--- src/rtl/recursive_mutex_wait_queue_top_assert.svh ---
// Assertion macros for the recursive mutex wait queue top level.
// Depends on nothing; included by the top level only.
`ifndef RECURSIVE_MUTEX_WAIT_QUEUE_TOP_ASSERT_SVH
`define RECURSIVE_MUTEX_WAIT_QUEUE_TOP_ASSERT_SVH

// The consequent must hold in the same cycle as the antecedent.
`define RMWQ_ASSERT_SAME(label, clk, rst_n, ante, cons, msg) \
    label: assert property (@(posedge clk) disable iff (!(rst_n)) (ante) |-> (cons)) \
        else $error(msg);

// The consequent must hold in the cycle after the antecedent.
`define RMWQ_ASSERT_NEXT(label, clk, rst_n, ante, cons, msg) \
    label: assert property (@(posedge clk) disable iff (!(rst_n)) (ante) |=> (cons)) \
        else $error(msg);

`endif

--- src/rtl/rmwq_pkg.sv ---
// Shared constants, status codes and interface types of the recursive mutex.
// Depends on nothing; used by the controller, the datapath and the top level.
`default_nettype none

package rmwq_pkg;

    localparam int MAX_THREADS = 64;
    localparam int QUEUE_DEPTH = 16;
    localparam int COUNT_BITS  = 8;

    localparam int ID_W     = 6;
    localparam int STATUS_W = 4;
    localparam int THREAD_BITS = (MAX_THREADS > 1) ? $clog2(MAX_THREADS) : 1;
    localparam int QPTR_W   = (QUEUE_DEPTH > 1) ? $clog2(QUEUE_DEPTH) : 1;
    localparam int QCNT_W   = $clog2(QUEUE_DEPTH + 1);

    typedef enum logic [STATUS_W-1:0] {
        ST_GRANTED         = 4'd0,
        ST_NESTED          = 4'd1,
        ST_BLOCKED         = 4'd2,
        ST_REL_NESTED      = 4'd3,
        ST_RELEASED        = 4'd4,
        ST_NOT_HOLDER      = 4'd5,
        ST_ALREADY_WAITING = 4'd6,
        ST_QUEUE_FULL      = 4'd7,
        ST_OVERFLOW        = 4'd8
    } t_status;

    localparam logic ACT_ACQUIRE = 1'b0;
    localparam logic ACT_RELEASE = 1'b1;

    typedef struct packed {
        logic load;
        logic exec;
        logic out_pop;
    } t_cmd;

    typedef struct packed {
        logic out_valid;
    } t_dp_status;

endpackage

`default_nettype wire

--- src/rtl/rmwq_ctrl.sv ---
// Controller of the recursive mutex: accepts a request, then runs it once
// the output register is free. Depends on rmwq_pkg.
`default_nettype none

module rmwq_ctrl (
    input  wire logic                i_clk,
    input  wire logic                i_rst_n,
    input  wire logic                i_in_valid,
    output logic                     o_in_ready,
    input  wire logic                i_out_ready,
    input  wire rmwq_pkg::t_dp_status i_status,
    output rmwq_pkg::t_cmd           o_cmd
);

    typedef enum logic [1:0] {
        S_IDLE = 2'b01,
        S_EXEC = 2'b10
    } t_state;

    t_state r_state;
    t_state n_state;
    logic   w_out_free;

    assign w_out_free = !i_status.out_valid || i_out_ready;
    assign o_in_ready = (r_state == S_IDLE);

    always_comb begin
        n_state       = r_state;
        o_cmd.load    = 1'b0;
        o_cmd.exec    = 1'b0;
        o_cmd.out_pop = i_status.out_valid && i_out_ready;
        case (r_state)
            S_IDLE: begin
                if (i_in_valid) begin
                    o_cmd.load = 1'b1;
                    n_state    = S_EXEC;
                end
            end
            S_EXEC: begin
                if (w_out_free) begin
                    o_cmd.exec = 1'b1;
                    n_state    = S_IDLE;
                end
            end
            default: begin
                n_state = S_IDLE;
            end
        endcase
    end

    always_ff @(posedge i_clk) begin
        if (!i_rst_n) begin
            r_state <= S_IDLE;
        end else begin
            r_state <= n_state;
        end
    end

endmodule

`default_nettype wire

--- src/rtl/rmwq_dp.sv ---
// Datapath of the recursive mutex: lock state, waiter bitmap, wait queue
// memory and the result register. Depends on rmwq_pkg.
`default_nettype none

module rmwq_dp (
    input  wire logic                         i_clk,
    input  wire logic                         i_rst_n,
    input  wire rmwq_pkg::t_cmd               i_cmd,
    output rmwq_pkg::t_dp_status              o_status_bus,
    input  wire logic                         i_action,
    input  wire logic [rmwq_pkg::ID_W-1:0]    i_thread_id,
    output logic                              o_out_valid,
    output logic [rmwq_pkg::STATUS_W-1:0]     o_status,
    output logic                              o_woken_valid,
    output logic [rmwq_pkg::ID_W-1:0]         o_woken_thread
);

    localparam int TB = rmwq_pkg::THREAD_BITS;
    localparam int QP = rmwq_pkg::QPTR_W;
    localparam int QC = rmwq_pkg::QCNT_W;
    localparam int CB = rmwq_pkg::COUNT_BITS;

    logic                          r_action;
    logic [TB-1:0]                 r_tid;
    logic                          r_holder_valid;
    logic [TB-1:0]                 r_holder_thread;
    logic [CB-1:0]                 r_nest;
    logic                          r_sem_free;
    logic [QP-1:0]                 r_head;
    logic [QC-1:0]                 r_count;
    logic [rmwq_pkg::MAX_THREADS-1:0] r_map;
    logic [TB-1:0]                 r_fifo [rmwq_pkg::QUEUE_DEPTH];
    logic [TB-1:0]                 r_rd_data;
    logic                          r_out_valid;
    rmwq_pkg::t_status             r_status;
    logic                          r_woken_valid;
    logic [rmwq_pkg::ID_W-1:0]     r_woken_thread;

    logic                          n_holder_valid;
    logic [TB-1:0]                 n_holder_thread;
    logic [CB-1:0]                 n_nest;
    logic                          n_sem_free;
    logic [QP-1:0]                 n_head;
    logic [QC-1:0]                 n_count;
    logic [rmwq_pkg::MAX_THREADS-1:0] n_map;
    rmwq_pkg::t_status             n_status;
    logic                          n_woken_valid;
    logic [rmwq_pkg::ID_W-1:0]     n_woken_thread;

    logic                          w_is_holder;
    logic                          w_push;
    logic [QP:0]                   w_tail_sum;
    logic [QP-1:0]                 w_tail;

    assign w_is_holder = r_holder_valid && (r_holder_thread == r_tid);
    assign w_tail_sum  = {1'b0, r_head} + (QP+1)'(r_count);
    assign w_tail      = (w_tail_sum >= (QP+1)'(rmwq_pkg::QUEUE_DEPTH))
                       ? QP'(w_tail_sum - (QP+1)'(rmwq_pkg::QUEUE_DEPTH))
                       : QP'(w_tail_sum);

    always_comb begin
        n_holder_valid  = r_holder_valid;
        n_holder_thread = r_holder_thread;
        n_nest          = r_nest;
        n_sem_free      = r_sem_free;
        n_head          = r_head;
        n_count         = r_count;
        n_map           = r_map;
        n_woken_valid   = 1'b0;
        n_woken_thread  = '0;
        w_push          = 1'b0;
        n_status        = rmwq_pkg::ST_RELEASED;
        if (r_action == rmwq_pkg::ACT_ACQUIRE) begin
            if (w_is_holder) begin
                if (r_nest == {CB{1'b1}}) begin
                    n_status = rmwq_pkg::ST_OVERFLOW;
                end else begin
                    n_nest   = r_nest + CB'(1);
                    n_status = rmwq_pkg::ST_NESTED;
                end
            end else if (r_map[r_tid]) begin
                n_status = rmwq_pkg::ST_ALREADY_WAITING;
            end else if (r_sem_free) begin
                n_sem_free      = 1'b0;
                n_holder_valid  = 1'b1;
                n_holder_thread = r_tid;
                n_nest          = CB'(1);
                n_status        = rmwq_pkg::ST_GRANTED;
            end else if (r_count >= QC'(rmwq_pkg::QUEUE_DEPTH)) begin
                n_status = rmwq_pkg::ST_QUEUE_FULL;
            end else begin
                w_push       = 1'b1;
                n_count      = r_count + QC'(1);
                n_map[r_tid] = 1'b1;
                n_status     = rmwq_pkg::ST_BLOCKED;
            end
        end else begin
            if (!w_is_holder) begin
                n_status = rmwq_pkg::ST_NOT_HOLDER;
            end else if (r_nest > CB'(1)) begin
                n_nest   = r_nest - CB'(1);
                n_status = rmwq_pkg::ST_REL_NESTED;
            end else begin
                n_holder_valid  = 1'b0;
                n_holder_thread = '0;
                n_nest          = '0;
                n_sem_free      = 1'b1;
                n_status        = rmwq_pkg::ST_RELEASED;
                if (r_count != '0) begin
                    n_woken_valid      = 1'b1;
                    n_woken_thread     = rmwq_pkg::ID_W'(r_rd_data);
                    n_head             = (r_head == QP'(rmwq_pkg::QUEUE_DEPTH - 1))
                                       ? '0 : r_head + QP'(1);
                    n_count            = r_count - QC'(1);
                    n_map[r_rd_data]   = 1'b0;
                end
            end
        end
    end

    always_ff @(posedge i_clk) begin
        if (i_cmd.exec && w_push) begin
            r_fifo[w_tail] <= r_tid;
        end
        r_rd_data <= r_fifo[r_head];
    end

    always_ff @(posedge i_clk) begin
        if (i_cmd.load) begin
            r_action <= i_action;
            r_tid    <= TB'(i_thread_id);
        end
        if (i_cmd.exec) begin
            r_status       <= n_status;
            r_woken_valid  <= n_woken_valid;
            r_woken_thread <= n_woken_thread;
        end
    end

    always_ff @(posedge i_clk) begin
        if (!i_rst_n) begin
            r_holder_valid  <= 1'b0;
            r_holder_thread <= '0;
            r_nest          <= '0;
            r_sem_free      <= 1'b1;
            r_head          <= '0;
            r_count         <= '0;
            r_map           <= '0;
            r_out_valid     <= 1'b0;
        end else begin
            if (i_cmd.exec) begin
                r_holder_valid  <= n_holder_valid;
                r_holder_thread <= n_holder_thread;
                r_nest          <= n_nest;
                r_sem_free      <= n_sem_free;
                r_head          <= n_head;
                r_count         <= n_count;
                r_map           <= n_map;
                r_out_valid     <= 1'b1;
            end else if (i_cmd.out_pop) begin
                r_out_valid <= 1'b0;
            end
        end
    end

    assign o_status_bus.out_valid = r_out_valid;
    assign o_out_valid    = r_out_valid;
    assign o_status       = r_status;
    assign o_woken_valid  = r_woken_valid;
    assign o_woken_thread = r_woken_thread;

endmodule

`default_nettype wire

--- src/rtl/recursive_mutex_wait_queue_top.sv ---
// Recursive mutex with a FIFO wait queue. Each request transfer (acquire or
// release from a thread id) yields exactly one result transfer with a status,
// and on a final release the oldest waiter is reported as woken. A request
// is first taken in while the head of the wait queue memory is read; then,
// once the result register is free, the lock state is updated and the result
// register is loaded. A new request is taken while a result still waits, but
// not while one is in work. Reset clears the lock state, queue pointers,
// waiter bitmap and result valid flag at once; there is no clearing pass.
// Depends on rmwq_pkg, rmwq_ctrl, rmwq_dp and the assertion macro header.
`default_nettype none

`include "recursive_mutex_wait_queue_top_assert.svh"

module recursive_mutex_wait_queue_top (
    input  wire logic                         i_clk,
    input  wire logic                         i_rst_n,
    input  wire logic                         i_in_valid,
    output logic                              o_in_ready,
    input  wire logic                         i_action,
    input  wire logic [rmwq_pkg::ID_W-1:0]    i_thread_id,
    output logic                              o_out_valid,
    input  wire logic                         i_out_ready,
    output logic [rmwq_pkg::STATUS_W-1:0]     o_status,
    output logic                              o_woken_valid,
    output logic [rmwq_pkg::ID_W-1:0]         o_woken_thread
);

    rmwq_pkg::t_cmd       w_cmd;
    rmwq_pkg::t_dp_status w_status;

    rmwq_ctrl u_ctrl (
        .i_clk       (i_clk),
        .i_rst_n     (i_rst_n),
        .i_in_valid  (i_in_valid),
        .o_in_ready  (o_in_ready),
        .i_out_ready (i_out_ready),
        .i_status    (w_status),
        .o_cmd       (w_cmd)
    );

    rmwq_dp u_dp (
        .i_clk          (i_clk),
        .i_rst_n        (i_rst_n),
        .i_cmd          (w_cmd),
        .o_status_bus   (w_status),
        .i_action       (i_action),
        .i_thread_id    (i_thread_id),
        .o_out_valid    (o_out_valid),
        .o_status       (o_status),
        .o_woken_valid  (o_woken_valid),
        .o_woken_thread (o_woken_thread)
    );

    `RMWQ_ASSERT_SAME(a_woken_on_release, i_clk, i_rst_n,
        o_out_valid && o_woken_valid,
        o_status == rmwq_pkg::ST_RELEASED, "woken thread without a final release")
    `RMWQ_ASSERT_SAME(a_woken_zero, i_clk, i_rst_n,
        o_out_valid && !o_woken_valid,
        o_woken_thread == '0, "woken thread id set without a woken flag")
    `RMWQ_ASSERT_NEXT(a_one_at_a_time, i_clk, i_rst_n,
        i_in_valid && o_in_ready, !o_in_ready, "request taken while one is in work")
    `RMWQ_ASSERT_NEXT(a_result_follows, i_clk, i_rst_n,
        !o_in_ready && (!o_out_valid || i_out_ready), o_out_valid && o_in_ready,
        "request in work did not produce a result")

endmodule

`default_nettype wire
--- config.mk ---
export PLATFORM = sky130hd
export DESIGN_NAME = recursive_mutex_wait_queue_top
export DESIGN_NICKNAME = d
export VERILOG_FILES = /design/src/rtl/rmwq_pkg.sv /design/src/rtl/rmwq_ctrl.sv /design/src/rtl/rmwq_dp.sv /design/src/rtl/recursive_mutex_wait_queue_top.sv
export VERILOG_INCLUDE_DIRS = /design/src /design/src/rtl
export SDC_FILE = /design/constraint.sdc
export NUM_CORES = 1
export LEC_CHECK = 0
export BUFFER_PORTS_ARGS = -buffer_cell sky130_fd_sc_hd__buf_4
export CAP_MARGIN = 10
export CORE_ASPECT_RATIO = 1.75
export CORE_MARGIN = 5
export CORE_UTILIZATION = 56
export DETAILED_ROUTE_END_ITERATION = 7
export PLACE_DENSITY = 0.81
export SLEW_MARGIN = 20
export SYNTH_ARGS = -nofsm -noshare
export SYNTH_HDL_FRONTEND = slang
export SYNTH_SLANG_ARGS = --single-unit
--- constraint.sdc ---
create_clock -name i_clk -period 3.75 [get_ports i_clk]
set_input_delay 0.75 -clock i_clk [delete_from_list [all_inputs] [get_ports i_clk]]
set_output_delay 0.75 -clock i_clk [all_outputs]
set_load 0.01 [all_outputs]
# Word level (Yosys, flattened, before mapping)
# Memories as Yosys holds them, arrays and structs flattened. A register that Yosys moved wholly into a read port is not among the register bits.
# Index checks and enable logic that the tools add are counted.
[totals]
regBits = 110
ram_bits = 96
input_bits = 11
out_inout_bits = 13
wordCells = 142
mem_count = 1
[memory_table]
columns = ["memory", "depth", "width", "rd", "rd_clocked_by_memory_dff", "write_ports", "line_no", "text"]
rows = [
  ["u_dp.r_fifo", 16, 6, 1, 1, 1, "rmwq_dp.sv:32", "logic [TB-1:0] r_fifo [rmwq_pkg::QUEUE_DEPTH];"],
]
[classes]
add_sub_neg = 7
magnitude_cmp = 7
eq_ne = 15
mux = 73
bitwise = 7
reduce_logical = 18
[op_table]
columns = ["cell", "count"]
rows = [
  ["$mux 64", 8],
  ["$and 64x64->64", 1],
  ["$not 64->64", 1],
  ["$or 64x64->64", 1],
  ["$mux 8", 7],
  ["$mux 5", 8],
  ["$mux 6", 6],
  ["$mux 4", 8],
  ["$mux 1", 28],
  ["$reduce_and 5->1", 3],
  ["$lt 6x7->1 const B", 2],
  ["$demux 1 s6", 2],
  ["$ge 6x1->1 const B", 2],
  ["$ge 5x5->1 const B", 2],
  ["$ne 2x2->1 const B", 5],
  ["$add 8x1->8 const B", 1],
  ["$eq 8x8->1 const B", 1],
  ["$gt 8x1->1 const B", 1],
  ["$ne 2x1->1 const B", 4],
  ["$reduce_and 8->1", 1],
  ["$sub 8x1->8 const B", 1],
  ["$bmux 1 s6", 1],
  ["$eq 6x6->1", 1],
  ["$mux 3", 2],
  ["other kinds (21)", 30],
]

# Longest topological paths before layout
[depth]
ltp_word = 10
ltp_mapped = 14
ltp_nobuf = 9

# Cells and area by module
# From an unflattened synthesis, not the netlist that was laid out.
[unflattened]
cells_unflattened = 850
area_unflattened_um2 = 9780.6
[modules_own_cells]
columns = ["mod", "n_inst", "cells_per_inst", "area_each_um2", "seq_area_each_um2"]
rows = [
  ["rmwq_dp", 1, 840, 9680.5, 5345.1],
  ["rmwq_ctrl", 1, 10, 100.1, 40.0],
]

# Worst setup path before layout
# No wires, ideal clock.
[synth_path]
kind = "register to register"
from = "register u_dp.r_tid[2]"
to = "register u_dp.r_map[31] (netlist bit)"
setup_time_ns = 0.077
t_arrival_ns = 3.545
required_time_ns = 3.673
slack_ns = 0.128
path_stages_with_launch = 15
n_path_buf = 5
synth_period_minus_slack_ns = 3.622
cell_sequence = "edfxtp_1 -> buf_2 -> buf_4 -> xnor2_1 -> nand4_1 -> or2_2 -> clkbuf_1 -> ha_1 -> or3_1 -> nor4_1 -> and4_1 -> buf_4 -> or3b_1 -> buf_2 -> o22ai_1"
[synth_via]
elab_chain_cells = 10
elab_cells_between_ends = 21
classes_between = "order compare: 2; eq/ne: 6; mux: 9; bitwise: 1; reduce/logical: 3"
[synth_lines]
columns = ["item", "line_no", "text"]
rows = [
  ["start: declaration", "rmwq_dp.sv:24", "logic [TB-1:0] r_tid;"],
  ["start signal: assignment", "rmwq_dp.sv:131", "r_tid <= TB'(i_thread_id);"],
  ["$lt 6x7->1 (not written as such) / $ge 6x1->1 (equally long branches)", "rmwq_dp.sv:94", "n_map[r_tid] = 1'b1;"],
  ["$logic_and 1x1->1 (not written as such)", "rmwq_dp.sv:94", ""],
  ["$mux 1 (not written as such)", "rmwq_dp.sv:94", ""],
  ["$demux 1 s6", "--", ""],
  ["$or 64x64->64 (no source line)", "--", ""],
  ["$mux 64", "rmwq_dp.sv:89", "end else if (r_count >= QC'(rmwq_pkg::QUEUE_DEPTH)) begin"],
  ["$mux 64", "rmwq_dp.sv:83", "end else if (r_sem_free) begin"],
  ["$mux 64", "rmwq_dp.sv:81", "end else if (r_map[r_tid]) begin"],
  ["$mux 64", "rmwq_dp.sv:74", "if (w_is_holder) begin"],
  ["$mux 64", "rmwq_dp.sv:73", "if (r_action == rmwq_pkg::ACT_ACQUIRE) begin"],
  ["end signal: assignment", "rmwq_dp.sv:158", "r_map <= n_map;"],
  ["end: declaration", "rmwq_dp.sv:31", "logic [rmwq_pkg::MAX_THREADS-1:0] r_map;"],
]
# Several ways; a longest one is shown, not always the timed one. The select of a mux whose other input is x is not followed.
# A chain may end at the register's enable or synchronous reset.

# Worst setup path in the final report
[layout_path]
from = "register u_dp.r_tid[3]"
to = "register u_dp.r_map[61] (netlist bit)"
# Same word-level chain as after synthesis.

==> Flow_metrics.wiki <==
{| class="wikitable"
! Metric !! Value
|-
| Run status || finished clean
|-
| Pin slew with the least headroom to its limit || roughly 1100 ps
|-
| Max-Slew Margin vs Limit || between 20% and 30%
|-
| WP data arrival || between 3000 and 4000 ps
|-
| Type of the most critical hold path || in -> reg
|-
| Total number of vias || roughly 7600
|-
| Seq pwr share || between 50% and 60%
|-
| Fraction of registers with async set or reset after synthesis || 0%
|-
| Number of H-tree levels || 1
|-
| Resize count post-CTS || 0
|-
| Minimum clock period after layout || between 3000 and 4000 ps
|-
| Maximum vdd ir drop || around 0.38 mV
|-
| Cell at the root of the clock tree || clkbuf_16
|-
| Leftover overflow at the end of global routing || 0
|-
| Clock tree from TritonCTS || built
|-
| Clock slew at reported path FFs || 70 ps
|-
| Instance area after placement || between 10000 and 15000 µm²
|-
| CTS Buffer Depth || 3
|-
| Post-CTS repair timing setup buffer count || 0
|-
| Yosys reg bits || about 210
|-
| Leakage power summed over all cells || around 3.4 nW
|-
| Pre-CTS setup slack || between 500 and 600 ps
|-
| Die outline area || 20710 µm²
|-
| Nets || between 900 and 1000
|-
| Net Sw Frac || roughly 22%
|-
| Combinational share of power || around 5%
|-
| Clock latency of the later-clocked register in the worst-skew pair || about 480 ps
|-
| HPWL after detailed placement || ~17 mm
|-
| Horizontal extent of the die || between 100 and 150 µm
|-
| Top Ports || 24
|-
| Max-slew violation count || 0
|-
| Unrepaired setup endpoints after global routing || no
|-
| Routed metal-1 wirelength || roughly 9.1 mm
|-
| Crit Path Class || reg -> reg
|-
| Highest routed metal layer || met4
|-
| Starting utilization of the core area || between 50 and 60%
|-
| Cell total after placement || 1095
|-
| Post-synthesis sequential area ratio || 53.93%
|-
| Post-route antenna net violation count || 0
|-
| Internal power summed over all cells || between 3 and 4 mW
|-
| Final Non-Filler Cells || ~1100
|-
| Cell at the slowest stage of the critical path || or3_1
|-
| Net switching power of the design || 988.7 µW
|-
| Vias in the first global route || ~7400
|-
| Area Overhead vs Synth || 9.560%
|-
| Mapped Area || roughly 10000 µm²
|-
| Total CTS buffers || 19
|-
| Num Clock Sinks || 212
|-
| Post-Syn Area per Cell || ~11 µm²
|-
| Final clock period utilization by the worst path || 87.27%
|-
| Design area || between 10000 and 15000 µm²
|-
| Maximum number of pins on one net before global-route repair || 84
|-
| Total power of the final layout || approximately 4.5 mW
|-
| Setup TNS after final layout || 0 ps
|-
| Required time of the critical path || just over 4000 ps
|-
| Clock network power share || approximately 40%
|-
| Number of antenna violations at the first check in global routing || 0
|-
| Number of buffers added to fix hold violations after cts || 0
|-
| Routed wl met3 || 1.714 mm
|-
| Critical path cell sequence || xnor2_1 -> nand4_1 -> or2_2 -> ha_1 -> or3_1 -> nor4_1 -> and4_1 -> nand4_1 -> o22ai_1
|-
| Critical path buffers and inverters || 0
|-
| Crit. End Element || register
|-
| Number of max-capacitance violations reported || 0
|-
| Number of flops mapped to enable cells by yosys || 114
|-
| Share of cells above drive strength 1 || about 13%
|-
| Pwr dens || a little over 400 nW/µm²
|-
| Routed wire per std cell || 23.40 µm
|-
| DR DRC count || 0
|-
| Chip height || around 190 µm
|-
| Synth cell types || 65
|-
| Clk_skew || ~9.5 ps
|-
| Number of failing hold endpoints at the final stage || 0
|-
| Inserted Diodes || 0
|-
| Final wirelength || ~26 mm
|-
| Detail Route met2 WL || approximately 14 mm
|-
| # port buffers || 23
|-
| Kind of start point of the critical path || register
|-
| Top delay family on crit path || simple AND/OR/NAND/NOR gates
|-
| Wire length of the first global-routing pass || roughly 40 mm
|-
| Worst Setup Slack, final || between 400 and 500 ps
|-
| Routability cong. || between 0.9 and 1
|-
| Critical Path Fanout Max || 8
|-
| Ys Warns || 0
|-
| Via density || between 6 and 7
|-
| Placeable core area || 17540 µm²
|-
| Slowest stage delay, CP || approximately 450 ps
|-
| Count of final setup violators || 0
|-
| Most used cell along the critical path || nand4_1
|-
| First-pass iteration count of the detailed router || 6
|-
| Overall fraction of global-route tracks in use || around 25%
|-
| Primary flip-flop cell chosen by synthesis mapping || edfxtp_1
|-
| Nets in the synthesized netlist || between 900 and 1000
|-
| 1st-iter DRT viols || 719
|-
| Highest attainable clock frequency || between 300 and 400 MHz
|-
| Row count || 64
|-
| Number of cells produced by synthesis || about 890
|}
==> worst reg2reg max path: cells and delay by family, from the launching register on <==
| kind | cells | cell delay [ps] |
|---|---|---|
| and+or+nand+nor | 6 | 2070 |
| DFF | 1 | 420 |
| AOI/OAI and AO/OA | 1 | 300 |
| xor gates and xnor gates | 1 | 200 |
| adders and majority gates | 1 | 190 |
==> cells by family after synthesis <==
| family | count (synthesis) | synth area share [%] |
|---|---|---|
| AOI/OAI and AO/OA | 155 | 10.80 |
| xor gates and xnor gates | 14 | 1.228 |
| adders and majority gates | 14 | 1.904 |
| buffers and inverters | 84 | 3.421 |
| DFF | 212 | 53.93 |
| muxes | 61 | 10.41 |
| and+or+nand+nor | 347 | 18.31 |
==> worst paths after layout <==
path | startpoint | to | slack, ps | cells past startpoint
setup / recovery | u_dp.r_tid[3] | u_dp.r_map[61] | 480 | 9
hold / removal | i_action | u_dp.r_action | 450 | 1
setup reg to reg | u_dp.r_tid[3] | u_dp.r_map[61] | 480 | 9
hold reg to reg | u_dp.r_map[54] | u_dp.r_map[54] | 470 | 2
==> area by class of cell <==
| class | count | area, µm² |
|---|---|---|
| Clock inverter | 9 | 48.80 |
| Inverter | 11 | 41.29 |
| Sequential cell | 212 | 5388 |
| Multi-Input combinational cell | 591 | 4282 |
| Clock buffer | 24 | 504.2 |
| Fill cell | 1357 | 6596 |
| Timing Repair Buffer | 50 | 387.9 |
| Tap cell | 231 | 289.0 |
==> layout by cell type (no fill, tap or decap), drive strengths merged, types with 12 or more instances in the layout <==
master  Yosys  layout
nor4       35      35
a21oi      19      19
nand2     110     110
buf        26      50
o21ai      12      12
nor2       46      46
mux2i      24      24
nor2b      15      15
clkbuf     47      24
ha         12      12
nor4b      32      32
o22ai      64      64
edfxtp    114     114
nand3      36      36
mux4       34      34
dfxtp      98      98
and2       13      13
nor3       15      15
==> state kept, by name, summed over array words and instances (netlist names) <==
register              cells
u_dp.r_sem_free           1
u_dp.r_fifo              96
u_ctrl.r_state            2
u_dp.r_tid                6
u_dp.o_out_valid          1
u_dp.o_woken_valid        1
u_dp.r_count              5
u_dp.r_nest               8
u_dp.r_holder_valid       1
u_dp.o_woken_thread       6
u_dp.r_head               4
u_dp.o_status             4
u_dp.r_rd_data            6
u_dp.r_action             1
u_dp.r_map               64
u_dp.r_holder_thread      6
==> cell usage after synthesis (all sizes together), types with 3 or more instances <==
cell / number / area (µm²)
nor4: 35 / 219.0
inv: 10 / 37.54
and4: 3 / 26.28
a211oi: 3 / 22.52
o22ai: 64 / 400.4
o311a: 4 / 40.04
a22oi: 9 / 67.56
nand4b: 4 / 35.03
a221oi: 3 / 26.28
nand3b: 4 / 30.03
xnor2: 11 / 96.34
nor4b: 32 / 280.3
a2111oi: 3 / 26.28
o221ai: 3 / 26.28
nand4: 10 / 62.56
a31oi: 4 / 31.28
a32o: 8 / 80.08
o21ai: 12 / 60.06
nor2: 46 / 172.7
xor2: 3 / 26.28
nand2b: 8 / 50.05
or3: 4 / 25.02
mux2: 3 / 33.78
and2: 13 / 81.33
nor3: 15 / 75.07
edfxtp: 114 / 3423
clkbuf: 47 / 176.4
nand2: 110 / 412.9
a21oi: 19 / 95.09
buf: 26 / 123.9
a21o: 3 / 22.52
ha: 12 / 150.1
o31ai: 3 / 22.52
and3: 7 / 43.79
nor2b: 15 / 93.84
nand3: 36 / 180.2
mux2i: 24 / 240.2
mux4: 34 / 765.7
dfxtp: 98 / 1962
==> power by group through the flow <==
| stage | Clock [mW] | Combinational [mW] | Sequential [mW] |
|---|---|---|---|
| after global placement | 0 | 0.214 | 2.51 |
| after CTS | 1.80 | 0.219 | 2.46 |
| after floorplan | 0 | 0.126 | 2.52 |
| after detailed placement | 0 | 0.218 | 2.51 |
| after global routing | 1.89 | 0.239 | 2.46 |
| final | 1.78 | 0.227 | 2.46 |
==> metrics by stage <==
| step | util [%] | hold slack (ps) |
|---|---|---|
| 6_report | 62.39 | 446.0 |
| 5_1_grt | 62.39 | 437.0 |
| 4_1_cts | 62.39 | 429.9 |
| 3_5_place_dp | 59.23 | 461.3 |
| 3_3_place_gp | 59.23 | 456.4 |
| 2_1_floorplan | - | 446.2 |
==> metal layers <==
layer,GRT usage (%),up-vias
met2,45.58,375
met4,14.13,0
met5,0,-
met1,27.90,3689
li1,-,3415
met3,2.593,87
No activity file was read; power rests on OpenSTA's default activity.
